`src/hw/rtl/tepm_pkg.sv`:
```
package tepm_pkg;

   // Store sizing
   localparam int MAX_HITS  = 16;
   localparam int TIME_BITS = 20;
   localparam int CHAN_BITS = 5;
   localparam int KIND_BITS = 2;
   localparam int IDX_W     = $clog2(MAX_HITS);
   localparam int CNT_W     = $clog2(MAX_HITS + 1);

   // Command queue between front and back
   localparam int QDEPTH = 4;
   localparam int QPTR_W = $clog2(QDEPTH);
   localparam int QCNT_W = $clog2(QDEPTH + 1);

   // Edge kind codes on the request channel
   localparam logic [KIND_BITS-1:0] KIND_LEAD  = 2'd0;
   localparam logic [KIND_BITS-1:0] KIND_TRAIL = 2'd1;
   localparam logic [KIND_BITS-1:0] KIND_END   = 2'd2;

   typedef struct packed {
      logic [CHAN_BITS-1:0] chan_id;
      logic [KIND_BITS-1:0] edge_kind;
      logic [TIME_BITS-1:0] edge_time;
   } req_type;

   typedef struct packed {
      logic [CHAN_BITS-1:0] out_chan;
      logic                 pair_valid;
      logic [TIME_BITS-1:0] lead_time;
      logic [TIME_BITS-1:0] trail_time;
      logic [TIME_BITS-1:0] pulse_width;
      logic                 dropped_edges;
      logic                 last_result;
   } rsp_type;

   // Classified command handed from front to back
   typedef enum logic [1:0] {
      CMD_LEAD,
      CMD_TRAIL,
      CMD_END
   } cmd_op_type;

   typedef struct packed {
      cmd_op_type           op;
      logic [CHAN_BITS-1:0] chan;
      logic [TIME_BITS-1:0] etime;
   } cmd_type;

endpackage

```
`src/hw/rtl/tepm_front.sv`:
```
module tepm_front (
   input  logic             clock,
   input  logic             reset,
   input  logic             req_valid,
   output logic             req_stall,
   input  tepm_pkg::req_type req_data,
   output logic             cmd_valid,
   input  logic             cmd_pop,
   output tepm_pkg::cmd_type cmd_data
);
   import tepm_pkg::*;

   cmd_type             q_mem [QDEPTH];
   logic [QPTR_W-1:0]   wr_ptr_ff, wr_ptr_in;
   logic [QPTR_W-1:0]   rd_ptr_ff, rd_ptr_in;
   logic [QCNT_W-1:0]   cnt_ff, cnt_in;
   logic                accept;
   logic                keep;
   logic                push;
   cmd_type             cmd_new;

   // Classify the beat; unused kinds are taken and dropped
   always_comb begin
      keep          = 1'b1;
      cmd_new.chan  = req_data.chan_id;
      cmd_new.etime = req_data.edge_time;
      cmd_new.op    = CMD_LEAD;
      unique case (req_data.edge_kind)
         KIND_LEAD:  cmd_new.op = CMD_LEAD;
         KIND_TRAIL: cmd_new.op = CMD_TRAIL;
         KIND_END:   cmd_new.op = CMD_END;
         default:    keep = 1'b0;
      endcase
   end

   assign req_stall = (cnt_ff == QCNT_W'(QDEPTH));
   assign accept    = req_valid && !req_stall;
   assign push      = accept && keep;
   assign cmd_valid = (cnt_ff != '0);
   assign cmd_data  = q_mem[rd_ptr_ff];

   // Queue pointers
   always_comb begin
      wr_ptr_in = wr_ptr_ff + QPTR_W'(push);
      rd_ptr_in = rd_ptr_ff + QPTR_W'(cmd_pop);
      cnt_in    = cnt_ff + QCNT_W'(push) - QCNT_W'(cmd_pop);
   end

   always_ff @(posedge clock) begin
      if (reset) begin
         wr_ptr_ff <= '0;
         rd_ptr_ff <= '0;
         cnt_ff    <= '0;
      end else begin
         wr_ptr_ff <= wr_ptr_in;
         rd_ptr_ff <= rd_ptr_in;
         cnt_ff    <= cnt_in;
      end
   end

   // Queue storage
   always_ff @(posedge clock) begin
      if (push) begin
         q_mem[wr_ptr_ff] <= cmd_new;
      end
   end

endmodule

```
`src/hw/rtl/tepm_back.sv`:
```
module tepm_back (
   input  logic              clock,
   input  logic              reset,
   input  logic              cmd_valid,
   output logic              cmd_pop,
   input  tepm_pkg::cmd_type cmd_data,
   output logic              rsp_valid,
   input  logic              rsp_stall,
   output tepm_pkg::rsp_type rsp_data
);
   import tepm_pkg::*;

   typedef enum logic [2:0] {
      ST_IDLE,
      ST_PRIME,
      ST_FIRST,
      ST_READ,
      ST_CMP,
      ST_FLUSH
   } state_type;

   state_type            state_ff, state_in;
   logic [CNT_W-1:0]     lead_cnt_ff, lead_cnt_in;
   logic [CNT_W-1:0]     trail_cnt_ff, trail_cnt_in;
   logic                 ovf_ff, ovf_in;
   logic [CHAN_BITS-1:0] chan_ff, chan_in;
   logic [CNT_W-1:0]     i_ff, i_in;
   logic [CNT_W-1:0]     j_ff, j_in;
   logic [TIME_BITS-1:0] li_ff, li_in;
   logic                 pend_ff, pend_in;
   logic [TIME_BITS-1:0] pend_lead_ff, pend_lead_in;
   logic [TIME_BITS-1:0] pend_trail_ff, pend_trail_in;
   logic                 rsp_valid_ff, rsp_valid_in;
   rsp_type              rsp_ff, rsp_in;

   logic [TIME_BITS-1:0] lead_mem  [MAX_HITS];
   logic [TIME_BITS-1:0] trail_mem [MAX_HITS];
   logic [TIME_BITS-1:0] lead_rd_ff;
   logic [TIME_BITS-1:0] trail_rd_ff;
   logic [IDX_W-1:0]     lead_addr;
   logic [IDX_W-1:0]     trail_addr;
   logic                 lead_we;
   logic                 trail_we;

   logic [CNT_W-1:0]     i_next;
   logic [CNT_W-1:0]     j_next;
   logic [CNT_W-1:0]     i_plus;
   logic                 adv_i;
   logic                 adv_j;
   logic                 hit;
   logic                 out_free;

   assign out_free  = !rsp_valid_ff || !rsp_stall;
   assign rsp_valid = rsp_valid_ff;
   assign rsp_data  = rsp_ff;
   assign cmd_pop   = (state_ff == ST_IDLE) && cmd_valid;
   assign i_plus    = i_ff + CNT_W'(1);

   // Store read addresses: lead[0] at the start, then lead[i+1] and trail[j]
   assign lead_addr  = (state_ff == ST_PRIME) ? '0 : i_plus[IDX_W-1:0];
   assign trail_addr = j_ff[IDX_W-1:0];

   // Walk decision on lead[i], lead[i+1], trail[j]
   always_comb begin
      adv_i = 1'b0;
      adv_j = 1'b0;
      hit   = 1'b0;
      if (lead_rd_ff > trail_rd_ff) begin
         adv_i = 1'b1;
      end else if (trail_rd_ff > li_ff) begin
         adv_j = 1'b1;
      end else if (li_ff > trail_rd_ff) begin
         hit   = 1'b1;
         adv_i = 1'b1;
         adv_j = 1'b1;
      end else begin
         adv_i = 1'b1;
      end
      i_next = i_ff + CNT_W'(adv_i);
      j_next = j_ff + CNT_W'(adv_j);
   end

   // Next state and registered outputs
   always_comb begin
      state_in      = state_ff;
      lead_cnt_in   = lead_cnt_ff;
      trail_cnt_in  = trail_cnt_ff;
      ovf_in        = ovf_ff;
      chan_in       = chan_ff;
      i_in          = i_ff;
      j_in          = j_ff;
      li_in         = li_ff;
      pend_in       = pend_ff;
      pend_lead_in  = pend_lead_ff;
      pend_trail_in = pend_trail_ff;
      rsp_valid_in  = rsp_valid_ff && rsp_stall;
      rsp_in        = rsp_ff;
      lead_we       = 1'b0;
      trail_we      = 1'b0;

      unique case (state_ff)
         ST_IDLE: begin
            if (cmd_valid) begin
               unique case (cmd_data.op)
                  CMD_LEAD: begin
                     if (lead_cnt_ff < CNT_W'(MAX_HITS)) begin
                        lead_we     = 1'b1;
                        lead_cnt_in = lead_cnt_ff + CNT_W'(1);
                     end else begin
                        ovf_in = 1'b1;
                     end
                  end
                  CMD_TRAIL: begin
                     if (trail_cnt_ff < CNT_W'(MAX_HITS)) begin
                        trail_we     = 1'b1;
                        trail_cnt_in = trail_cnt_ff + CNT_W'(1);
                     end else begin
                        ovf_in = 1'b1;
                     end
                  end
                  CMD_END: begin
                     chan_in = cmd_data.chan;
                     i_in    = '0;
                     j_in    = '0;
                     pend_in = 1'b0;
                     if ((lead_cnt_ff > CNT_W'(1)) && (trail_cnt_ff != '0)) begin
                        state_in = ST_PRIME;
                     end else begin
                        state_in = ST_FLUSH;
                     end
                  end
                  default: ;
               endcase
            end
         end
         ST_PRIME: begin
            state_in = ST_FIRST;
         end
         ST_FIRST: begin
            // lead[0] arrives; lead[1] and trail[0] are being read
            li_in    = lead_rd_ff;
            state_in = ST_CMP;
         end
         ST_READ: begin
            state_in = ST_CMP;
         end
         ST_CMP: begin
            if (!(hit && pend_ff && !out_free)) begin
               if (hit) begin
                  if (pend_ff) begin
                     rsp_valid_in       = 1'b1;
                     rsp_in.out_chan    = chan_ff;
                     rsp_in.pair_valid  = 1'b1;
                     rsp_in.lead_time   = pend_lead_ff;
                     rsp_in.trail_time  = pend_trail_ff;
                     rsp_in.pulse_width = pend_lead_ff - pend_trail_ff;
                     rsp_in.dropped_edges = ovf_ff;
                     rsp_in.last_result = 1'b0;
                  end
                  pend_in       = 1'b1;
                  pend_lead_in  = li_ff;
                  pend_trail_in = trail_rd_ff;
               end
               if (adv_i) begin
                  li_in = lead_rd_ff;
               end
               i_in = i_next;
               j_in = j_next;
               if (((i_next + CNT_W'(1)) < lead_cnt_ff) && (j_next < trail_cnt_ff)) begin
                  state_in = ST_READ;
               end else begin
                  state_in = ST_FLUSH;
               end
            end
         end
         ST_FLUSH: begin
            // The held pair, or an empty marker, closes the channel
            if (out_free) begin
               rsp_valid_in         = 1'b1;
               rsp_in.out_chan      = chan_ff;
               rsp_in.pair_valid    = pend_ff;
               rsp_in.lead_time     = pend_ff ? pend_lead_ff : '0;
               rsp_in.trail_time    = pend_ff ? pend_trail_ff : '0;
               rsp_in.pulse_width   = pend_ff ? (pend_lead_ff - pend_trail_ff) : '0;
               rsp_in.dropped_edges = ovf_ff;
               rsp_in.last_result   = 1'b1;
               pend_in              = 1'b0;
               lead_cnt_in          = '0;
               trail_cnt_in         = '0;
               ovf_in               = 1'b0;
               state_in             = ST_IDLE;
            end
         end
         default: state_in = ST_IDLE;
      endcase
   end

   always_ff @(posedge clock) begin
      if (reset) begin
         state_ff     <= ST_IDLE;
         lead_cnt_ff  <= '0;
         trail_cnt_ff <= '0;
         ovf_ff       <= 1'b0;
         chan_ff      <= '0;
         pend_ff      <= 1'b0;
         rsp_valid_ff <= 1'b0;
      end else begin
         state_ff     <= state_in;
         lead_cnt_ff  <= lead_cnt_in;
         trail_cnt_ff <= trail_cnt_in;
         ovf_ff       <= ovf_in;
         chan_ff      <= chan_in;
         pend_ff      <= pend_in;
         rsp_valid_ff <= rsp_valid_in;
      end
      i_ff          <= i_in;
      j_ff          <= j_in;
      li_ff         <= li_in;
      pend_lead_ff  <= pend_lead_in;
      pend_trail_ff <= pend_trail_in;
      rsp_ff        <= rsp_in;
   end

   // Edge stores, one write and one registered read each
   always_ff @(posedge clock) begin
      if (lead_we) begin
         lead_mem[lead_cnt_ff[IDX_W-1:0]] <= cmd_data.etime;
      end
      if (trail_we) begin
         trail_mem[trail_cnt_ff[IDX_W-1:0]] <= cmd_data.etime;
      end
      lead_rd_ff  <= lead_mem[lead_addr];
      trail_rd_ff <= trail_mem[trail_addr];
   end

   // Walk pointers stay inside the filled part of the stores
   a_walk_range: assert property (@(posedge clock) disable iff (reset)
      (state_ff == ST_CMP) |-> (((i_ff + CNT_W'(1)) < lead_cnt_ff) && (j_ff < trail_cnt_ff)))
      else $error("walk pointer out of range");

   // A pair always has the leading time above the trailing time
   a_pair_order: assert property (@(posedge clock) disable iff (reset)
      (rsp_valid_ff && rsp_ff.pair_valid) |-> (rsp_ff.lead_time > rsp_ff.trail_time))
      else $error("pair with non-positive width");

   // An empty result is only the closing beat of a channel
   a_empty_last: assert property (@(posedge clock) disable iff (reset)
      (rsp_valid_ff && !rsp_ff.pair_valid) |-> rsp_ff.last_result)
      else $error("empty result not marked last");

   // Counts never pass the store depth
   a_cnt_max: assert property (@(posedge clock) disable iff (reset)
      (lead_cnt_ff <= CNT_W'(MAX_HITS)) && (trail_cnt_ff <= CNT_W'(MAX_HITS)))
      else $error("edge count past store depth");

   // The counts are cleared once the closing beat is loaded
   a_clear: assert property (@(posedge clock) disable iff (reset)
      (state_ff == ST_FLUSH && out_free) |=> (lead_cnt_ff == '0 && trail_cnt_ff == '0))
      else $error("stores not cleared after channel");

endmodule

```
`src/hw/rtl/tdc_edge_pair_matcher_core.sv`:
```
// Edge beats are taken one per cycle into a 4-deep command queue while it is not full.
// An end marker walks the stores step by step (registered store read, then compare), at most
// lead_count + trail_count - 2 steps, after a start (prime, first read) and before a close (flush).
// With no walk it goes straight to the close; a full output register holds back the walk and close.
// Results leave through an output register, one pair held back to mark the last one.
// Reset (synchronous, active high) empties the queue and clears counts and overflow flag;
// store contents are not cleared and are only read once written.
module tdc_edge_pair_matcher_core (
   input  logic              clock,
   input  logic              reset,
   input  logic              req_valid,
   output logic              req_stall,
   input  tepm_pkg::req_type req_data,
   output logic              rsp_valid,
   input  logic              rsp_stall,
   output tepm_pkg::rsp_type rsp_data
);
   import tepm_pkg::*;

   logic    cmd_valid;
   logic    cmd_pop;
   cmd_type cmd_data;

   // Accept and classify beats
   tepm_front u_front (
      .clock     (clock),
      .reset     (reset),
      .req_valid (req_valid),
      .req_stall (req_stall),
      .req_data  (req_data),
      .cmd_valid (cmd_valid),
      .cmd_pop   (cmd_pop),
      .cmd_data  (cmd_data)
   );

   // Store edges and run the pairing walk
   tepm_back u_back (
      .clock     (clock),
      .reset     (reset),
      .cmd_valid (cmd_valid),
      .cmd_pop   (cmd_pop),
      .cmd_data  (cmd_data),
      .rsp_valid (rsp_valid),
      .rsp_stall (rsp_stall),
      .rsp_data  (rsp_data)
   );

endmodule

```
`config.mk`:
```
export PLATFORM = sky130hd
export DESIGN_NAME = tdc_edge_pair_matcher_core
export DESIGN_NICKNAME = d
export VERILOG_FILES = /design/src/hw/rtl/tepm_pkg.sv /design/src/hw/rtl/tepm_front.sv /design/src/hw/rtl/tepm_back.sv /design/src/hw/rtl/tdc_edge_pair_matcher_core.sv
export SDC_FILE = /design/constraint.sdc
export NUM_CORES = 1
export LEC_CHECK = 0
export ABC_AREA = 1
export BUFFER_PORTS_ARGS = -buffer_cell sky130_fd_sc_hd__buf_2
export CAP_MARGIN = 40
export CORE_AREA = 4 4 326 488
export DETAILED_ROUTE_END_ITERATION = 8
export DIE_AREA = 0 0 330 492
export PLACE_DENSITY = 0.38
export SYNTH_ARGS = -nofsm -noshare
export SYNTH_HDL_FRONTEND = slang
export SYNTH_SLANG_ARGS = --single-unit
```
`constraint.sdc`:
```
create_clock -name clock -period 12.9 [get_ports clock]
set_input_delay 2.58 -clock clock [delete_from_list [all_inputs] [get_ports clock]]
set_output_delay 2.58 -clock clock [all_outputs]
set_load 0.01 [all_outputs]
```
* Word-level counts from Yosys, hierarchy flattened
Memories as Yosys holds them, arrays and structs flattened. A register that Yosys moved wholly into a read port is not among the register bits.
Cells that the tools add are included.
** Word-level totals
- Memories kept :: 3
- Logic and storage cells :: 178
- Output and inout bits :: 70
- Flip-flop bits (word level) :: 166
- Input port bits :: 31
- RAM bits :: 748
** Memory list
- u_back.lead_mem :: words 16, bits a word 20, rd ports 1, clocked after memory_dff 1, write ports 1, RTL line tepm_back.sv:36 : logic [TIME_BITS-1:0] lead_mem [MAX_HITS];
- u_back.trail_mem :: words 16, bits a word 20, rd ports 1, clocked after memory_dff 1, write ports 1, RTL line tepm_back.sv:37 : logic [TIME_BITS-1:0] trail_mem [MAX_HITS];
- u_front.q_mem :: words 4, bits a word 27, rd ports 1, clocked after memory_dff 1, write ports 1, RTL line tepm_front.sv:13 : cmd_type q_mem [QDEPTH];
** Cells by class
- Multiplexer cells :: 74
- Bitwise gates (word level) :: 1
- Reductions and logical operators :: 35
- $lt $le $gt $ge :: 8
- Equal/unequal tests :: 24
- Add/sub/neg operators :: 11
** Operator list (number)
- $mux 68 :: 4
- $pmux 68 s2 :: 1
- $mux 20 :: 5
- $gt 20x20->1 :: 3
- $mux 5 :: 11
- $pmux 20 s2 :: 1
- $pmux 5 s2 :: 4
- $mux 1 :: 34
- $sub 20x20->20 :: 1
- $mux 3 :: 6
- $add 5x1->5 const B :: 3
- $pmux 3 s5 :: 1
- $reduce_and 5->1 :: 3
- $ne 2x2->1 const B :: 6
- $reduce_and 6->1 :: 2
- $add 5x1->5 :: 2
- $lt 5x5->1 :: 2
- $lt 5x5->1 const B :: 2
- $ne 2x1->1 const B :: 5
- $eq 3x3->1 const B :: 3
- $ne 3x3->1 const B :: 3
- $reduce_and 3->1 :: 3
- $logic_and 1x1->1 :: 8
- $reduce_and 4->1 :: 2
- 24 further kinds :: 38

* Depth between registers and ports, before layout
- Word-level depth :: 10
- Depth in mapped cells :: 28
- Mapped depth without buffers :: 28

* Cells and area by module
Synthesis repeated with hierarchy kept, for this count alone.
** Unflattened totals
- Cell total of the unflattened synthesis :: 2976
- Area total of the unflattened synthesis :: 38968.6 µm²
** By module, submodules not included
- tepm_back :: seq. area each 24583.6 µm², area each 34227.8 µm², cells each 2605, instances 1
- tepm_front :: seq. area each 3383.2 µm², area each 4740.8 µm², cells each 371, instances 1

* Worst setup path before layout
No wires, ideal clock.
- Kind :: input port to flip-flop
- Start :: input port rsp_stall
- End :: register u_back.rsp_ff (netlist bit u_back.rsp_data[0]), enable pin
- Setup time :: 0.598 ns
- Arrival time :: 7.658 ns
- Buffers on the path :: 0
- Required time :: 12.302 ns
- Path slack :: 4.644 ns
- Cell stages on the path :: 2
- Path through :: nand2_1 a21boi_0
** On the way
- Cells in the longest elaborated chain, start to end :: 6
- Elaborated cells on any way between the ends :: 7
- Those cells by class :: eq/ne: 2; reduce/logical: 5
** RTL lines
- from (decl) :: RTL line tdc_edge_pair_matcher_core.sv:15 : input logic rsp_stall,
- $logic_not 1->1 (*) :: RTL line tepm_back.sv:53 : assign out_free = !rsp_valid_ff || !rsp_stall;
- $logic_or 1x1->1 (*) :: RTL line tepm_back.sv:53
- $logic_not 1->1 :: RTL line tepm_back.sv:148 : if (!(hit && pend_ff && !out_free)) begin
- $logic_and 1x1->1 :: RTL line tepm_back.sv:148
- $ne 2x2->1 (no line)
- $reduce_and 5->1 (no line) (*)
- to (signal assigned) :: RTL line tepm_back.sv:221 : rsp_ff <= rsp_in;
- to (decl) :: RTL line tepm_back.sv:34 : rsp_type rsp_ff, rsp_in;
Every way passes the cells marked *; elsewhere a longest branch is shown, timed or not.
A chain may end at the register's enable or synchronous reset.

* Worst setup path in the final report
- Start :: register u_back.li_ff[15]
- End :: register u_back.state_ff[2]
** On the way
- Cells in the longest elaborated chain, start to end :: 10
- Elaborated cells on any way between the ends :: 22
- Those cells by class :: add/sub: 3; order compare: 4; eq/ne: 1; mux: 10; reduce/logical: 4
** RTL lines
- from (decl) :: RTL line tepm_back.sv:29 : logic [TIME_BITS-1:0] li_ff, li_in;
- from (signal assigned) :: RTL line tepm_back.sv:218 : li_ff <= li_in;
- $gt 20x20->1, on equally long branches :: RTL line tepm_back.sv:70, tepm_back.sv:72
- $mux 1, on equally long branches :: RTL line tepm_back.sv:70, tepm_back.sv:72
- $mux 1, on equally long branches :: RTL line tepm_back.sv:68, tepm_back.sv:70
- $add 5x1->5 / $mux 1 (equally long branches) :: RTL line tepm_back.sv:79, tepm_back.sv:68
- $add 5x1->5, on equally long branches :: RTL line tepm_back.sv:169, tepm_back.sv:80
- $lt 5x5->1 :: RTL line tepm_back.sv:169 : if (((i_next + CNT_W'(1)) < lead_cnt_ff) && (j_next < trail_cnt_ff)) begin
- $logic_and 1x1->1 :: RTL line tepm_back.sv:169
- $mux 3 :: RTL line tepm_back.sv:169
- $mux 3 :: RTL line tepm_back.sv:148
- $pmux 3 s5 :: RTL line tepm_back.sv:101 : unique case (state_ff)
- to (signal assigned) :: RTL line tepm_back.sv:208 : state_ff <= state_in;
- to (decl) :: RTL line tepm_back.sv:22 : state_type state_ff, state_in;
Parallel ways exist; a longest one is shown, timed or not. The select of a mux whose other input is x is not followed.

==> results.json <==
{
  "status": "completed",
  "synth.area.top_cells": "edfxtp_1 69%, dfxtp_1 3.5%, o21ai_0 3.4%",
  "drt_iter0_markers": 1403,
  "tritoncts.num_buffers": 100,
  "synth_area_leader_cell": "edfxtp_1",
  "post-cts-setup-buffer-count": 0,
  "grt_setup_unrepaired": "no",
  "leakage_nw": 15.83,
  "postPlaceCellArea_um2": 42270,
  "yosys.area.top_type_share": 0.6912,
  "cts.repair.resized": 0,
  "dp_hpwl_um": 67190,
  "yosysMostFrequentCell": "edfxtp_1",
  "track_usage": 0.1331,
  "final-setup-viol-count": 0,
  "fin_ws_ns": 8.609,
  "routed_wl_um": 109300,
  "timing.rr.start": "u_back.li_ff[15]$_DFFE_PP_",
  "yosysSeqAreaShare": 0.7265,
  "drc": 0,
  "synthFlopType": "edfxtp_1",
  "finalSetupTns_ns": 0,
  "synth_edf_count": 886,
  "vias_per_cell": 4.449,
  "dieHeight_um": 492,
  "synth_common_cells": "886 x edfxtp_1, 273 x nor2_1, 262 x o21ai_0",
  "powerDensity_nw_per_um2": 253.1,
  "start_util": 0.2487,
  "post_drt_wl_per_cell_um": 21.08,
  "chipWidth_um": 330,
  "rrSetupSlack_ns": 8.61,
  "final_util": 0.2944,
  "yosys_warnings": 0,
  "async_flop_share": 0,
  "path_class": "reg -> reg",
  "crit_fanout": 5,
  "synth_seq_cells": 954,
  "worst_slew_pin_slew_ns": 0.9094,
  "drive_gt1_frac": 0.1375,
  "fmax_mhz": 233.1,
  "cp.required_ns": 13.46,
  "start_kind": "flip-flop",
  "final-hold-violation-count": 0,
  "crit_path_start": "u_back.li_ff[15]$_DFFE_PP_",
  "syn_area_um2": 38490,
  "root_buffer": "clkbuf_16",
  "period_share": 0.3326,
  "coreArea_um2": 154800,
  "yosysUniqueCellTypes": 48,
  "route.vias.total": 23070,
  "crit_end": "u_back.state_ff[2]$_SDFFE_PP0P_",
  "cts.sinks": 954,
  "ant_nets": 0,
  "portBuffers": 100,
  "synth.avg_cell_area_um2": 13.27,
  "io_pins": 101,
  "vdd_drop_max_v": 0.0001250,
  "ctsHoldBuffers": 0,
  "arrival_ns": 4.85,
  "synthCells": 2900,
  "power.total_mw": 11.53,
  "grt_max_degree": 165,
  "clk_latency_ns": 0.70,
  "syn_nets": 3018,
  "antenna_found_initial": 14,
  "die_area_um2": 162400,
  "firstDrtPassIters": 4,
  "syn_to_final_growth_pct": 18.39,
  "r2r_cells": 23,
  "finalClockSkew_ns": 0.02476,
  "finalCriticalPeriod_ns": 4.291,
  "crit_path_end_kind": "flip-flop",
  "fin_area_um2": 45570,
  "placementRows": 177,
  "htree_levels": 3,
  "clock_path_buffers": 3,
  "nNetsFinal": 3161,
  "cts_tree": "done",
  "gp_congestion": 0.7531,
  "max_slew_margin": 0.3937,
  "r2r-end": "u_back.state_ff[2]$_SDFFE_PP0P_",
  "hold_class": "reg -> reg",
  "path_clk_slew_ns": 0.06,
  "dpl_worst_slack_ns": 8.362,
  "cap_violations": 0,
  "grt_pass1_wl_um": 160300,
  "overflow": 0,
  "fill_cells": 15680,
  "grt_pass1_vias": 23530,
  "drv_slew": 0
}
==> sequential cells by signal, summed over array words and instances (netlist names), 3 cells and up <==
register / count
u_front.q_mem: 108
u_back.j_ff: 5
u_back.pend_trail_ff: 20
u_back.chan_ff: 5
u_back.rsp_data: 68
u_back.trail_rd_ff: 20
u_back.trail_cnt_ff: 5
u_back.lead_mem: 320
u_back.i_ff: 5
u_back.pend_lead_ff: 20
u_back.state_ff: 3
u_back.li_ff: 20
u_front.cnt_ff: 3
u_back.trail_mem: 320
u_back.lead_rd_ff: 20
u_back.lead_cnt_ff: 5
==> metal layers <==
metal  part of all wire  global-route usage
met5            0.00027                   0
met4              0.022             0.03870
met3              0.035             0.01740
met2               0.52              0.2438
met1               0.42              0.1622
==> per-stage QoR <==
stage,hold WS [ns],cells
2_1_floorplan,0.4082,2900
3_3_place_gp,0.4127,4977
3_5_place_dp,0.4286,4998
4_1_cts,0.4366,5184
5_1_grt,0.4592,5186
6_report,0.4319,5186
==> logic make-up after synthesis <==
group	count (synthesis)	synth area share
flip-flops	954	0.7265
AND/OR/NAND/NOR	690	0.07564
AO/OA/AOI/OAI	680	0.1044
buffers and inverters	396	0.04102
adder cells (fa/ha/maj)	87	0.02867
multiplexers	80	0.02080
XOR/XNOR	13	0.002958
==> critical path, cell delays in order, from the launching register on <==
cell,delay [ns]
edfxtp_1,0.39
inv_1,0.07
ha_1,0.23
a21oi_1,0.16
nand2_1,0.07
a21oi_1,0.28
nand2_1,0.09
nor2_1,0.44
nand3b_1,0.22
ha_1,0.19
ha_1,0.18
xor2_1,0.30
nand2_1,0.09
nor2_1,0.14
xnor2_1,0.14
ha_1,0.29
a21oi_1,0.15
o21ai_0,0.09
nor2_1,0.12
o2111ai_1,0.14
a32oi_1,0.18
nand2_1,0.08
nand2_1,0.07
nor2_1,0.04
==> worst min path at each step <==
stage	to	start	slack (ns)	cells past startpoint
final	u_back.rsp_data[63]$_DFFE_PP_	u_back.chan_ff[0]$_SDFFE_PP0P_	0.43	0
after global routing	u_back.rsp_data[63]$_DFFE_PP_	u_back.chan_ff[0]$_SDFFE_PP0P_	0.46	0
after CTS	u_back.rsp_data[66]$_DFFE_PP_	u_back.chan_ff[3]$_SDFFE_PP0P_	0.44	0
after detailed placement	u_back.rsp_data[65]$_DFFE_PP_	u_back.chan_ff[2]$_SDFFE_PP0P_	0.43	0
after global placement	u_back.rsp_data[65]$_DFFE_PP_	u_back.chan_ff[2]$_SDFFE_PP0P_	0.41	0
after floorplan	u_back.li_ff[0]$_DFFE_PP_	u_back.lead_rd_ff[0]$_DFF_P_	0.41	0
==> final cells by class <==
class	count	area, µm²	area share
diodes	1	2.502	0.00005491
repair buffers	182	1469	0.03223
inverters	255	963.4	0.02114
clock inverters	59	593.1	0.01301
well taps	2058	2575	0.05650
flip-flops and latches	954	27970	0.6137
clock buffers	127	2706	0.05938
multi-input cells	1550	9296	0.2040
==> power breakdown <==
group / internal, mW / leakage, nW / switching [mW] / total [mW]
combinational: 1.22 / 5.65 / 3.12 / 4.34
sequential: 4.11 / 8.56 / 0.153 / 4.26
clock: 1.69 / 1.62 / 1.25 / 2.93
total: 7.01 / 15.8 / 4.52 / 11.5
==> cells in the final DEF, fill, tap and decap left out, types with 5 or more instances in the layout <==
cell type	n
xor2_1	8
buf_12	14
o21ai_0	262
o22ai_1	11
nand3_1	122
nor2_4	23
xnor2_1	5
nand4_1	8
nor3_1	6
clkinv_2	22
buf_2	101
mux2i_1	80
buf_16	9
clkinv_1	17
o211ai_1	87
dfxtp_1	67
edfxtp_1	886
o22ai_2	17
nor2_2	19
ha_1	85
o21ai_1	26
inv_1	240
clkbuf_8	6
nand2_2	6
nor2_1	240
o221ai_1	74
clkbuf_16	102
buf_4	58
a21oi_1	171
clkbuf_1	19
o21a_1	10
nand2_1	252
bufinv_16	10
inv_2	12
No activity file was read; power rests on OpenSTA's default activity.
